===== config.mk =====
export PLATFORM = sky130hd
export DESIGN_NAME = step_sequencer_with_swing_flat
export DESIGN_NICKNAME = d
export VERILOG_FILES = /design/src/hdl/sseq_pkg.sv /design/src/hdl/sseq_if.sv /design/src/hdl/sseq_mul.sv /design/src/hdl/step_sequencer_with_swing.sv /design/src/flat_wrapper.sv
export SDC_FILE = /design/constraint.sdc
export NUM_CORES = 2
export LEC_CHECK = 0
export BUFFER_PORTS_ARGS = -buffer_cell sky130_fd_sc_hd__buf_2
export CAP_MARGIN = 20
export CORE_ASPECT_RATIO = 0.5
export CORE_MARGIN = 3
export CORE_UTILIZATION = 68
export DETAILED_ROUTE_END_ITERATION = 16
export GPL_TIMING_DRIVEN = 0
export PLACE_DENSITY_LB_ADDON = 0.25
export SKIP_LAST_GASP = 1
export SLEW_MARGIN = 20
export SYNTH_ARGS = -nofsm -noshare
export SYNTH_HDL_FRONTEND = slang
export SYNTH_SLANG_ARGS = --single-unit

===== constraint.sdc =====
create_clock -name i_clk -period 11.8 [get_ports i_clk]
set_clock_uncertainty 0.2 [all_clocks]
set_input_delay 2.36 -clock i_clk [delete_from_list [all_inputs] [get_ports i_clk]]
set_output_delay 2.36 -clock i_clk [all_outputs]
set_load 0.05 [all_outputs]

===== src/hdl/sseq_pkg.sv =====
// Package: constants, types and helpers for the step sequencer.
package sseq_pkg;
    localparam int MAX_STEPS_DEF = 16;
    localparam int FRAC_BITS_DEF = 8;
    localparam int CNT_W = 40;
    localparam int NOTE_W = 7;
    localparam int GATE_W = 9;

    localparam logic [1:0] OP_TICK = 2'd0;
    localparam logic [1:0] OP_WRITE = 2'd1;
    localparam logic [1:0] OP_RESTART = 2'd2;

    localparam logic [1:0] DIR_FWD = 2'd0;
    localparam logic [1:0] DIR_REV = 2'd1;
    localparam logic [1:0] DIR_PING = 2'd2;
    localparam logic [1:0] DIR_RAND = 2'd3;

    localparam logic [1:0] CFG_BASE = 2'd0;
    localparam logic [1:0] CFG_SWING = 2'd1;
    localparam logic [1:0] CFG_LEN = 2'd2;
    localparam logic [1:0] CFG_DIR = 2'd3;

    localparam logic [31:0] BASE_RST = 32'd1536000;
    localparam logic [31:0] RNG_SEED = 32'hDEADBEEF;

    typedef struct packed {
        logic [1:0] op;
        logic [3:0] step_index;
        logic [6:0] step_note;
        logic [6:0] step_velocity;
        logic       step_slide;
        logic       step_accent;
        logic [8:0] step_gate;
    } t_in_item;

    typedef struct packed {
        logic [6:0] event_note;
        logic [6:0] event_velocity;
        logic       event_on;
        logic       last;
    } t_out_item;

    typedef struct packed {
        logic [6:0] note;
        logic [6:0] vel;
        logic       slide;
        logic       accent;
        logic [8:0] gate;
    } t_entry;

    function automatic logic [6:0] pat_note(input int i);
        case (i)
            0: pat_note = 7'd48;
            1: pat_note = 7'd51;
            2: pat_note = 7'd53;
            3: pat_note = 7'd55;
            4: pat_note = 7'd58;
            5: pat_note = 7'd60;
            6: pat_note = 7'd58;
            7: pat_note = 7'd55;
            default: pat_note = 7'd0;
        endcase
    endfunction
endpackage


===== src/hdl/sseq_if.sv =====
// Valid/ready channel interfaces for input and result beats.
interface sseq_in_if;
    logic valid;
    logic ready;
    sseq_pkg::t_in_item data;
    modport source(output valid, output data, input ready);
    modport sink(input valid, input data, output ready);
endinterface

interface sseq_out_if;
    logic valid;
    logic ready;
    sseq_pkg::t_out_item data;
    modport source(output valid, output data, input ready);
    modport sink(input valid, input data, output ready);
endinterface


===== src/hdl/sseq_mul.sv =====
// Shift-add multiplier: 40-bit by 9-bit, one multiplier bit per cycle.
module sseq_mul (
    input  logic        i_clk,
    input  logic        i_rst_n,
    input  logic        i_start,
    input  logic [39:0] i_a,
    input  logic [8:0]  i_b,
    output logic        o_done,
    output logic [48:0] o_p
);
    logic [48:0] r_acc, n_acc;
    logic [48:0] r_a, n_a;
    logic [8:0]  r_b, n_b;
    logic [3:0]  r_cnt, n_cnt;
    logic        r_busy, n_busy;

    always_comb begin
        n_acc = r_acc;
        n_a = r_a;
        n_b = r_b;
        n_cnt = r_cnt;
        n_busy = r_busy;
        if (i_start) begin
            n_acc = '0;
            n_a = {9'd0, i_a};
            n_b = i_b;
            n_cnt = 4'd9;
            n_busy = 1'b1;
        end else if (r_busy) begin
            if (r_b[0]) n_acc = r_acc + r_a;
            n_a = {r_a[47:0], 1'b0};
            n_b = {1'b0, r_b[8:1]};
            n_cnt = r_cnt - 4'd1;
            if (r_cnt == 4'd1) n_busy = 1'b0;
        end
    end

    always_ff @(posedge i_clk) begin
        if (!i_rst_n) begin
            r_busy <= 1'b0;
            r_cnt <= '0;
        end else begin
            r_busy <= n_busy;
            r_cnt <= n_cnt;
        end
        r_acc <= n_acc;
        r_a <= n_a;
        r_b <= n_b;
    end

    assign o_done = !r_busy;
    assign o_p = r_acc;
endmodule


===== src/hdl/step_sequencer_with_swing.sv =====
// Step sequencer top level: control sequencer, step table and event queue.
// A tick runs gate check, step length multiply, compare, a bit-serial modulo in
// random mode, new step length multiply, gate multiply (skipped on a rest) and emit;
// without a step boundary compare goes to emit. Writes and restarts finish in idle.
// One beat in work at a time; input waits until the two-entry output queue drains.
// Synchronous active-low reset loads the default pattern, registers and seed.
module step_sequencer_with_swing #(
    parameter int MAX_STEPS = sseq_pkg::MAX_STEPS_DEF,
    parameter int FRAC_BITS = sseq_pkg::FRAC_BITS_DEF
) (
    input  logic        i_clk,
    input  logic        i_rst_n,
    sseq_in_if.sink     in_ch,
    sseq_out_if.source  out_ch,
    input  logic        i_cfg_we,
    input  logic [1:0]  i_cfg_index,
    input  logic [31:0] i_cfg_data
);
    localparam int PW = $clog2(MAX_STEPS);
    localparam int LW = $clog2(MAX_STEPS + 1);
    localparam logic [39:0] ONE = 40'd1 << FRAC_BITS;

    typedef enum logic [7:0] {
        S_IDLE = 8'b0000_0001,
        S_GATE = 8'b0000_0010,
        S_LEN0 = 8'b0000_0100,
        S_CMP  = 8'b0000_1000,
        S_MOD  = 8'b0001_0000,
        S_LEN1 = 8'b0010_0000,
        S_GMUL = 8'b0100_0000,
        S_EMIT = 8'b1000_0000
    } t_state;

    t_state r_st, n_st;
    logic [31:0] r_base;
    logic [8:0]  r_swing;
    logic [4:0]  r_len;
    logic [1:0]  r_dir;

    sseq_pkg::t_entry r_tab [MAX_STEPS];
    logic [PW-1:0] r_pos;
    logic r_up, r_snd, r_run;
    logic [6:0] r_held;
    logic [39:0] r_tc, r_gl, r_stp;
    logic [31:0] r_rng;
    logic [LW-1:0] r_ln;

    // modulo unit state
    logic [31:0] r_mq;
    logic [LW-1:0] r_mr;
    logic [5:0] r_mc;

    // output queue, two entries
    sseq_pkg::t_out_item r_q [2];
    logic [1:0] r_qn;
    // pending events of the current tick
    sseq_pkg::t_out_item r_ev [2];
    logic [1:0] r_evn;

    // multiplier
    logic m_start, m_done;
    logic [39:0] m_a;
    logic [8:0] m_b;
    logic [48:0] m_p;
    sseq_mul u_mul (.i_clk(i_clk), .i_rst_n(i_rst_n), .i_start(m_start), .i_a(m_a),
        .i_b(m_b), .o_done(m_done), .o_p(m_p));

    logic r_mwait;

    logic [8:0] sw_sat;
    assign sw_sat = (r_swing > 9'd256) ? 9'd256 : r_swing;
    function automatic logic [8:0] swf(input logic odd, input logic [8:0] s);
        swf = odd ? s : 9'd256 - s;
    endfunction

    logic [39:0] len_res;
    logic [41:0] sh7;
    assign sh7 = m_p[48:7];
    assign len_res = (sh7 < {2'd0, ONE}) ? ONE : sh7[39:0];

    sseq_pkg::t_entry cur_e;
    assign cur_e = r_tab[r_pos];

    logic [8:0] g_cl;
    always_comb begin
        g_cl = cur_e.gate;
        if (g_cl < 9'd26) g_cl = 9'd26;
        if (g_cl > 9'd256) g_cl = 9'd256;
    end
    logic [7:0] v_acc;
    assign v_acc = cur_e.accent ? ((({1'b0, cur_e.vel} + 8'd40) > 8'd127) ? 8'd127 :
        ({1'b0, cur_e.vel} + 8'd40)) : {1'b0, cur_e.vel};

    logic [31:0] rx1, rx2, rx3;
    assign rx1 = r_rng ^ (r_rng << 13);
    assign rx2 = rx1 ^ (rx1 >> 17);
    assign rx3 = rx2 ^ (rx2 << 5);

    // modulo step: restoring remainder, one dividend bit per cycle
    logic [LW:0] m_trial;
    assign m_trial = {r_mr, r_mq[31]};

    assign in_ch.ready = (r_st == S_IDLE) && (r_qn == 2'd0);
    assign out_ch.valid = (r_qn != 2'd0);
    assign out_ch.data = r_q[0];

    logic acc_in, pop;
    assign acc_in = in_ch.valid && in_ch.ready;
    assign pop = out_ch.valid && out_ch.ready;

    always_comb begin
        m_start = 1'b0;
        m_a = {8'd0, r_base};
        m_b = swf(r_pos[0], sw_sat);
        if (r_st == S_GATE && !r_mwait) m_start = 1'b1;
        if (r_st == S_LEN1 && !r_mwait) m_start = 1'b1;
        if (r_st == S_GMUL && !r_mwait) begin
            m_start = cur_e.vel != 7'd0;
            m_a = r_stp;
            m_b = g_cl;
        end
    end

    always_ff @(posedge i_clk) begin
        if (!i_rst_n) begin
            r_st <= S_IDLE;
            r_base <= sseq_pkg::BASE_RST;
            r_swing <= 9'd128;
            r_len <= 5'd8;
            r_dir <= sseq_pkg::DIR_FWD;
            for (int i = 0; i < MAX_STEPS; i++) begin
                r_tab[i].note <= (i < 8) ? sseq_pkg::pat_note(i) : 7'd0;
                r_tab[i].vel <= (i < 8) ? 7'd100 : 7'd0;
                r_tab[i].slide <= 1'b0;
                r_tab[i].accent <= 1'b0;
                r_tab[i].gate <= (i < 8) ? 9'd128 : 9'd0;
            end
            r_pos <= '0;
            r_up <= 1'b1;
            r_snd <= 1'b0;
            r_run <= 1'b0;
            r_held <= '0;
            r_tc <= '0;
            r_gl <= '0;
            r_rng <= sseq_pkg::RNG_SEED;
            r_qn <= '0;
            r_evn <= '0;
            r_mwait <= 1'b0;
        end else begin
            if (i_cfg_we) begin
                case (i_cfg_index)
                    sseq_pkg::CFG_BASE:  r_base <= i_cfg_data;
                    sseq_pkg::CFG_SWING: r_swing <= i_cfg_data[8:0];
                    sseq_pkg::CFG_LEN:   r_len <= i_cfg_data[4:0];
                    sseq_pkg::CFG_DIR:   r_dir <= i_cfg_data[1:0];
                    default: ;
                endcase
            end
            if (pop) begin
                r_q[0] <= r_q[1];
                r_qn <= r_qn - 2'd1;
            end
            case (r_st)
                S_IDLE: begin
                    if (acc_in) begin
                        r_evn <= '0;
                        case (in_ch.data.op)
                            sseq_pkg::OP_WRITE: begin
                                if (32'(in_ch.data.step_index) < MAX_STEPS)
                                    r_tab[in_ch.data.step_index[PW-1:0]] <= '{
                                        note: in_ch.data.step_note,
                                        vel: in_ch.data.step_velocity,
                                        slide: in_ch.data.step_slide,
                                        accent: in_ch.data.step_accent,
                                        gate: in_ch.data.step_gate};
                            end
                            sseq_pkg::OP_RESTART: begin
                                r_pos <= '0;
                                r_up <= 1'b1;
                                r_snd <= 1'b0;
                                r_held <= '0;
                                r_tc <= '0;
                                r_gl <= '0;
                                r_run <= 1'b0;
                            end
                            sseq_pkg::OP_TICK: begin
                                if (r_len != 5'd0) begin
                                    r_ln <= (32'(r_len) > MAX_STEPS) ? LW'(MAX_STEPS)
                                        : LW'(r_len);
                                    r_tc <= (r_run ? r_tc : {8'd0, r_base}) + ONE;
                                    r_run <= 1'b1;
                                    r_st <= S_GATE;
                                end
                            end
                            default: ;
                        endcase
                    end
                end
                S_GATE: begin
                    // gate-off check; step length multiply starts here
                    if (r_snd && r_tc >= r_gl && !cur_e.slide) begin
                        r_ev[0] <= '{event_note: r_held, event_velocity: 7'd0,
                            event_on: 1'b0, last: 1'b0};
                        r_evn <= 2'd1;
                        r_snd <= 1'b0;
                    end
                    r_mwait <= 1'b1;
                    r_st <= S_LEN0;
                end
                S_LEN0: begin
                    if (m_done) begin
                        r_mwait <= 1'b0;
                        r_stp <= len_res;
                        r_st <= S_CMP;
                    end
                end
                S_CMP: begin
                    if (r_tc >= r_stp) begin
                        r_tc <= r_tc - r_stp;
                        case (r_dir)
                            sseq_pkg::DIR_FWD: begin
                                if ({1'b0, r_pos} + 1'b1 >= (PW+1)'(r_ln)) r_pos <= '0;
                                else r_pos <= r_pos + 1'b1;
                                r_st <= S_LEN1;
                            end
                            sseq_pkg::DIR_REV: begin
                                if (r_pos == '0) r_pos <= PW'(r_ln - 1'b1);
                                else r_pos <= r_pos - 1'b1;
                                r_st <= S_LEN1;
                            end
                            sseq_pkg::DIR_PING: begin
                                logic [PW+1:0] p;
                                logic [PW+1:0] lm;
                                logic u;
                                p = r_up ? {2'b00, r_pos} + 1'b1 : {2'b00, r_pos} - 1'b1;
                                lm = (PW+2)'(r_ln) - 1'b1;
                                u = r_up;
                                if ($signed(p) >= $signed(lm)) begin
                                    p = lm;
                                    u = 1'b0;
                                end
                                // bottom rule wins when length is one
                                if ($signed(p) <= 0) begin
                                    p = '0;
                                    u = 1'b1;
                                end
                                r_up <= u;
                                r_pos <= p[PW-1:0];
                                r_st <= S_LEN1;
                            end
                            default: begin
                                r_rng <= rx3;
                                r_mq <= rx3;
                                r_mr <= '0;
                                r_mc <= 6'd32;
                                r_st <= S_MOD;
                            end
                        endcase
                    end else begin
                        r_st <= S_EMIT;
                    end
                end
                S_MOD: begin
                    // 32 remainder steps, then the position is loaded from the remainder
                    if (r_mc == 6'd0) begin
                        r_pos <= r_mr[PW-1:0];
                        r_st <= S_LEN1;
                    end else begin
                        if (m_trial >= {1'b0, r_ln}) r_mr <= LW'(m_trial - {1'b0, r_ln});
                        else r_mr <= m_trial[LW-1:0];
                        r_mq <= {r_mq[30:0], 1'b0};
                        r_mc <= r_mc - 6'd1;
                    end
                end
                S_LEN1: begin
                    // new step's length
                    if (!r_mwait) r_mwait <= 1'b1;
                    else if (m_done) begin
                        r_mwait <= 1'b0;
                        r_stp <= len_res;
                        r_st <= S_GMUL;
                    end
                end
                S_GMUL: begin
                    if (cur_e.vel == 7'd0) begin
                        r_gl <= {1'b0, r_stp[39:1]};
                        if (r_snd) begin
                            r_ev[r_evn[0]] <= '{event_note: r_held, event_velocity: 7'd0,
                                event_on: 1'b0, last: 1'b0};
                            r_evn <= r_evn + 2'd1;
                            r_snd <= 1'b0;
                        end
                        r_st <= S_EMIT;
                    end else if (!r_mwait) begin
                        r_mwait <= 1'b1;
                    end else if (m_done) begin
                        r_mwait <= 1'b0;
                        r_gl <= m_p[47:8];
                        if (r_evn[0]) begin
                            // gate-off already queued; note-on follows it
                            r_ev[1] <= '{event_note: cur_e.note, event_velocity: v_acc[6:0],
                                event_on: 1'b1, last: 1'b0};
                            r_evn <= 2'd2;
                        end else begin
                            r_ev[0] <= '{event_note: cur_e.note, event_velocity: v_acc[6:0],
                                event_on: 1'b1, last: 1'b0};
                            r_ev[1] <= '{event_note: r_held, event_velocity: 7'd0,
                                event_on: 1'b0, last: 1'b0};
                            r_evn <= r_snd ? 2'd2 : 2'd1;
                        end
                        r_held <= cur_e.note;
                        r_snd <= 1'b1;
                        r_st <= S_EMIT;
                    end
                end
                S_EMIT: begin
                    // queue is empty here: a tick only starts with it drained
                    r_q[0] <= {r_ev[0].event_note, r_ev[0].event_velocity,
                        r_ev[0].event_on, r_evn == 2'd1};
                    r_q[1] <= {r_ev[1].event_note, r_ev[1].event_velocity,
                        r_ev[1].event_on, r_evn == 2'd2};
                    r_qn <= r_evn;
                    r_st <= S_IDLE;
                end
                default: r_st <= S_IDLE;
            endcase
        end
    end
endmodule

===== src/flat_wrapper.sv =====
// flat-port wrapper written by rule: the top's interface ports become plain ports
module step_sequencer_with_swing_flat 
#(
    parameter int MAX_STEPS = sseq_pkg::MAX_STEPS_DEF,
    parameter int FRAC_BITS = sseq_pkg::FRAC_BITS_DEF
)
  (i_clk, i_rst_n, i_cfg_we, i_cfg_index, i_cfg_data, in_ch_valid, in_ch_data, in_ch_ready, out_ch_valid, out_ch_data, out_ch_ready);
  sseq_in_if in_ch_i ();
  sseq_out_if out_ch_i ();
  input  logic i_clk;
  input  logic i_rst_n;
  input  logic i_cfg_we;
  input  logic [1:0] i_cfg_index;
  input  logic [31:0] i_cfg_data;
  input wire logic [$bits(in_ch_i.valid)-1:0] in_ch_valid;
  input wire logic [$bits(in_ch_i.data)-1:0] in_ch_data;
  output wire logic [$bits(in_ch_i.ready)-1:0] in_ch_ready;
  output wire logic [$bits(out_ch_i.valid)-1:0] out_ch_valid;
  output wire logic [$bits(out_ch_i.data)-1:0] out_ch_data;
  input wire logic [$bits(out_ch_i.ready)-1:0] out_ch_ready;
  assign in_ch_i.valid = in_ch_valid;
  assign in_ch_i.data = in_ch_data;
  assign in_ch_ready = in_ch_i.ready;
  assign out_ch_valid = out_ch_i.valid;
  assign out_ch_data = out_ch_i.data;
  assign out_ch_i.ready = out_ch_ready;
  step_sequencer_with_swing #(.MAX_STEPS(MAX_STEPS), .FRAC_BITS(FRAC_BITS)) u_core (.i_clk(i_clk), .i_rst_n(i_rst_n), .in_ch(in_ch_i), .out_ch(out_ch_i), .i_cfg_we(i_cfg_we), .i_cfg_index(i_cfg_index), .i_cfg_data(i_cfg_data));
endmodule

## After elaboration in Yosys (flattened, before gate mapping)

Memories as Yosys holds them, arrays and structs flattened. A register that Yosys moved wholly into a read port is not among the register bits.
Cells that the tools add are included.

| operators by class | value |
|---|---|
| add/sub/neg operators | 17 |
| $lt $le $gt $ge | 12 |
| equality and inequality tests | 42 |
| mux-type cells | 167 |
| bitwise logic cells | 8 |
| reductions and logical operators | 53 |

Operators with widths:

| cell | count |
|---|---|
| $mux 40 | 15 |
| $pmux 40 s2 | 4 |
| $mux 32 | 3 |
| $mux 7 | 13 |
| $mux 8 | 11 |
| $ge 40x40->1 | 2 |
| $pmux 32 s2 | 1 |
| $xor 32x32->32 | 2 |
| $mux 9 | 7 |
| $mux 1 | 61 |
| $mux 6 | 10 |
| $pmux 8 s7 | 1 |
| $add 49x49->49 | 1 |
| $mux 4 | 12 |
| $mux 15 | 3 |
| $lt 42x9->1 const B | 1 |
| $add 40x9->40 const B | 1 |
| $sub 40x40->40 | 1 |
| $xor 32x15->32 | 1 |
| $reduce_and 6->1 | 5 |
| $mux 25 | 1 |
| $reduce_or 25->1 | 1 |
| $pmux 4 s3 | 2 |
| $ne 2x2->1 const B | 11 |
| 66 further kinds | 129 |

| storage, ports and cells | value |
|---|---|
| bits in registers | 387 |
| memory bits (writable) | 462 |
| input bits | 70 |
| output and inout bits | 18 |
| logic and storage cells | 330 |
| memories kept | 3 |

Memories:

| name | words | bits a word | rd ports | clocked after Yosys merged registers in | wr ports | line | text |
|---|---|---|---|---|---|---|---|
| u_core.r_tab | 16 | 25 | 1 | 1 | 16 | step_sequencer_with_swing.sv:40 | `sseq_pkg::t_entry r_tab [MAX_STEPS];` |
| u_core.r_q | 2 | 16 | 2 | 0 | 2 | step_sequencer_with_swing.sv:54 | `sseq_pkg::t_out_item r_q [2];` |
| u_core.r_ev | 2 | 15 | 2 | 0 | 2 | step_sequencer_with_swing.sv:57 | `sseq_pkg::t_out_item r_ev [2];` |

## Logic depth before layout (Yosys ltp)

| logic depth | value |
|---|---|
| depth after elaboration | 15 |
| gate-level depth with buffers | 16 |
| mapped depth without buffers | 14 |

## Modules after synthesis

Synthesis repeated with hierarchy kept, for this count alone.

| unflattened totals | value |
|---|---|
| cells, all modules | 4339 |
| area, all modules | 46283.1 um^2 |

By module, submodules not included:

| module | instances | cells an instance | area each (um^2) | seq. area each (um^2) |
|---|---|---|---|---|
| step_sequencer_with_swing | 1 | 3552 | 39100.0 | 20179.4 |
| sseq_mul | 1 | 787 | 7183.1 | 2732.6 |

## Worst setup path after synthesis

OpenSTA, ideal clock, no wires.

| path | value |
|---|---|
| kind | input-to-reg |
| start | input i_rst_n |
| end | register u_core.r_mc[0], enable pin |
| library setup time | 0.513 ns |
| arrival time | 6.158 ns |
| data required time | 11.087 ns |
| setup slack | 4.929 ns |
| stages | 4 |
| path buffers | 2 |
| path through | clkbuf_1 -> inv_2 -> clkbuf_1 -> a221oi_1 |

| on the way | value |
|---|---|
| longest elaborated chain between the ends | 1 |

RTL lines:

| what | line | text |
|---|---|---|
| from (decl) | flat_wrapper.sv:11 | `input logic i_rst_n;` |
| $reduce_and 5->1 (no source line) | -- |  |
| to (signal assigned) | step_sequencer_with_swing.sv:272 | `r_mc <= r_mc - 6'd1;` |
| to (decl) | step_sequencer_with_swing.sv:51 | `logic [5:0] r_mc;` |

Every way passes these cells.
A chain may end at the register's enable or synchronous reset.

==> results_dict.tcl <==
set metrics [dict create \
    clk_pin_slew_ns 0.07 \
    avgSynthCellArea_um2 10.6 \
    cp.arrival_ns 6.51 \
    yosysWarnings 0 \
    cts_buffers 75 \
    finalHoldViolCount 0 \
    hold_slack_ns 0.222 \
    syn-num-nets 4563 \
    outcome "complete, no violations" \
    period_minus_slack_ns 6.33 \
    finalMaxSlewViolations 0 \
    synth-seq-cells 853 \
    clock_sinks 853 \
    tns_ns 0 \
    clockBufferDepth 3 \
    endpoint_kind "flop" \
    synth_area_um2 45700 \
    critPathRequiredTime_ns 11.98 \
    first_pass_iters 8 \
    fp.dieArea_um2 70500 \
    grt_pass1_vias 35500 \
    grt_util_all_layers_pct 39.0 \
    ios 88 \
    worst-setup-path-type "input port to flop" \
    syn_to_final_growth_pct 10.2 \
    finalCritPeriodShare_pct 53.7 \
    placement.io_buffers 85 \
    powerDensity_nw_per_um2 162 \
    dr_total_vias 36500 \
    hold_class "flop to flop" \
    dieWidth_um 372 \
    rsz0062_at_grt "no" \
    detail_route.vias_per_cell 6.68 \
    nets 4749 \
    cts_root_buf "clkbuf_16" \
    core-area_um2 65700 \
    drive_gt1_share_pct 10.8 \
    cap_violations 0 \
    async_flop_share_pct 0 \
    ys.flop_type "edfxtp_1" \
    clk_latency_ns 0.68 \
    grt-ovfl-total 0 \
    routed_wl_mm 137 \
    synthCells 4327 \
    max_freq_mhz 158 \
    cts_hold_buf 0 \
    postRouteAntennaNets 0 \
    drc 0 \
    cts_resized 0 \
    max-slew-margin-rel_pct 17.9 \
    wl_per_cell_um 25.1 \
    grt_pass1_wl_mm 208 \
    htreeDepth 3 \
    postCtsSetupRepairBufs 0 \
    crit_fanout 16 \
    setup_viol 0 \
    antenna_found_initial 5 \
    p_leak_uw 0.0181 \
    startpoint_type "input port" \
    synth_edf_count 583 \
    start_util_pct 69.5 \
    tightestPinTransition_ns 1.22 \
    ys_seq_area_share_pct 50.2 \
    cts_tree "built" \
    gp_congestion 0.996 \
    ir_worst_vdd_uv 111 \
    die_y_um 189 \
    synth.distinct_cells 78 \
    rows 66 \
    grt_max_degree 32 \
    dp_hpwl_mm 99.8 \
    drt_iter0_markers 5180 \
]
-- area by class of cell --
type / count / area [um^2]
tap: 884 / 1110
clock inverter: 39 / 348
multi-input combinational: 3046 / 21200
timing repair buffer: 109 / 950
inverter: 142 / 533
sequential: 853 / 22900
clock buffer: 100 / 2030
antenna: 3 / 7.51
fill: 4229 / 15400
buffer: 286 / 1240
-- worst max-delay path, stage by stage --
cell and delay, ns:
clkbuf_1 0.41, inv_2 0.22, nor4b_2 0.75, nor2b_1 0.27, nand2_1 0.23, nor3_2 0.85, clkbuf_1 0.62, nand2b_2 0.53
buf_16 0.23
-- cells by family (layout without fill, tap and decap cells) --
family	after synthesis	after routing	synth area share (%)
compound gates	809	809	10.8
xor+xnor	200	200	3.84
fa+ha+maj	166	166	4.60
buf+inv	428	676	3.87
flops	853	853	50.2
mux	224	224	8.28
other cells	0	3	0
simple gates	1647	1647	18.4
-- path summary, 6_finish.rpt --
check                                startpoint                                 to  cells past startpoint  slack [ns]
setup / recovery                        i_rst_n  u_core.r_tab[1][17]$_SDFFCE_PN1P_                      9        5.47
hold / removal     u_core.r_ev[1][10]$_DFFE_PP_        u_core.r_q[0][27]$_DFFE_PP_                      0        0.22
setup reg to reg  u_core.r_stp[0]$_SDFFCE_PN0P_        u_core.r_tc[7]$_SDFFE_PN0P_                     14        6.04
hold reg to reg    u_core.r_ev[1][10]$_DFFE_PP_        u_core.r_q[0][27]$_DFFE_PP_                      0        0.22
-- power by group --
group	leakage [uW]	switching, uW	internal, uW
Combinational	0.00917	1320	810
Sequential	0.00780	192	3370
Clock	0.00115	1180	1300
-- layout by cell type (no fill, tap or decap), types with 49 or more instances in the layout --
cell,n
a21oi_1,273
clkbuf_1,233
nand2b_1,60
and2_1,351
mux2i_1,93
buf_2,110
a21o_1,56
a31oi_1,56
or3_1,75
nor3_1,49
inv_1,138
xnor2_1,123
clkbuf_16,76
nor2_1,311
edfxtp_1,583
dfxtp_1,270
nand3_1,94
xor2_1,77
nand2_1,473
ha_1,163
mux4_2,122
o21ai_0,194
-- registers in the layout, indices dropped and copies added, names as in the netlist, 4 cells and up, named ones only --
signal              flops
u_core.r_base          32
u_core.r_mc             6
u_core.r_q             32
u_core.u_mul.r_cnt      4
u_core.r_pos            4
u_core.r_len            5
u_core.r_stp           40
u_core.r_held           7
u_core.u_mul.r_b        9
u_core.u_mul.o_p       49
u_core.u_mul.r_a       49
u_core.r_tc            40
u_core.r_swing          9
u_core.r_gl            40
u_core.r_st             8
u_core.r_mr             5
u_core.r_ev            30
u_core.r_ln             5
u_core.r_tab          400
u_core.r_mq            32
u_core.r_rng           32
-- synthesized netlist by cell type (8+ instances only) --
library cell  instances  share of area (%)
a31oi_1              56               0.77
nor3_2               40               0.88
o21ai_0             206                2.3
o21bai_1             15               0.25
nand3b_1             24               0.39
a21o_1               56               0.92
or3_1                75                1.0
and2_1              351                4.8
mux4_2              122                6.0
o21a_1               13               0.21
o31ai_1              19               0.31
nand2_1             473                3.9
nor4_1               18               0.25
buf_4                23               0.38
xnor2_1             123                2.4
nand2b_1             65               0.89
buf_2                24               0.26
inv_1               138                1.1
buf_1                18               0.15
nand3_1              94                1.0
o211a_1               8               0.18
nor2b_1              37               0.51
nor2_1              311                2.6
dfxtp_1             270                 12
mux2_2                9               0.22
o211ai_1             15               0.25
a221oi_1             14               0.27
ha_1                163                4.5
edfxtp_1            583                 38
a22oi_1              12               0.20
or2_2                15               0.21
nand4_1              30               0.41
a21oi_1             274                3.0
and3_1               24               0.33
mux2i_1              93                2.0
xor2_1               77                1.5
a211oi_1             43               0.71
nor3_1               55               0.60
clkbuf_1            215                1.8
o221ai_1             13               0.25
-- metal layers --
layer | vias to the layer above | track usage [%] | wire length, um
met5 | - | 0 | 72
met4 | 6 | 16.6 | 6130
met3 | 448 | 9.38 | 16300
met2 | 2436 | 60.4 | 61800
met1 | 17700 | 53.1 | 52900
li1 | 15900 | - | -
-- stage by stage --
stage	setup slack (ns)	power, uW	instance area [um^2]	util [%]	instances
global placement	2.33	5570	47200	71.8	5296
detailed placement	4.69	5660	47900	72.9	5320
floorplan	4.93	5010	45700	-	4327
CTS	5.36	8080	50300	76.5	5459
finish	5.47	8170	50300	76.6	5462
global route	5.47	8440	50300	76.6	5460
(Power assumes the default switching activity.)
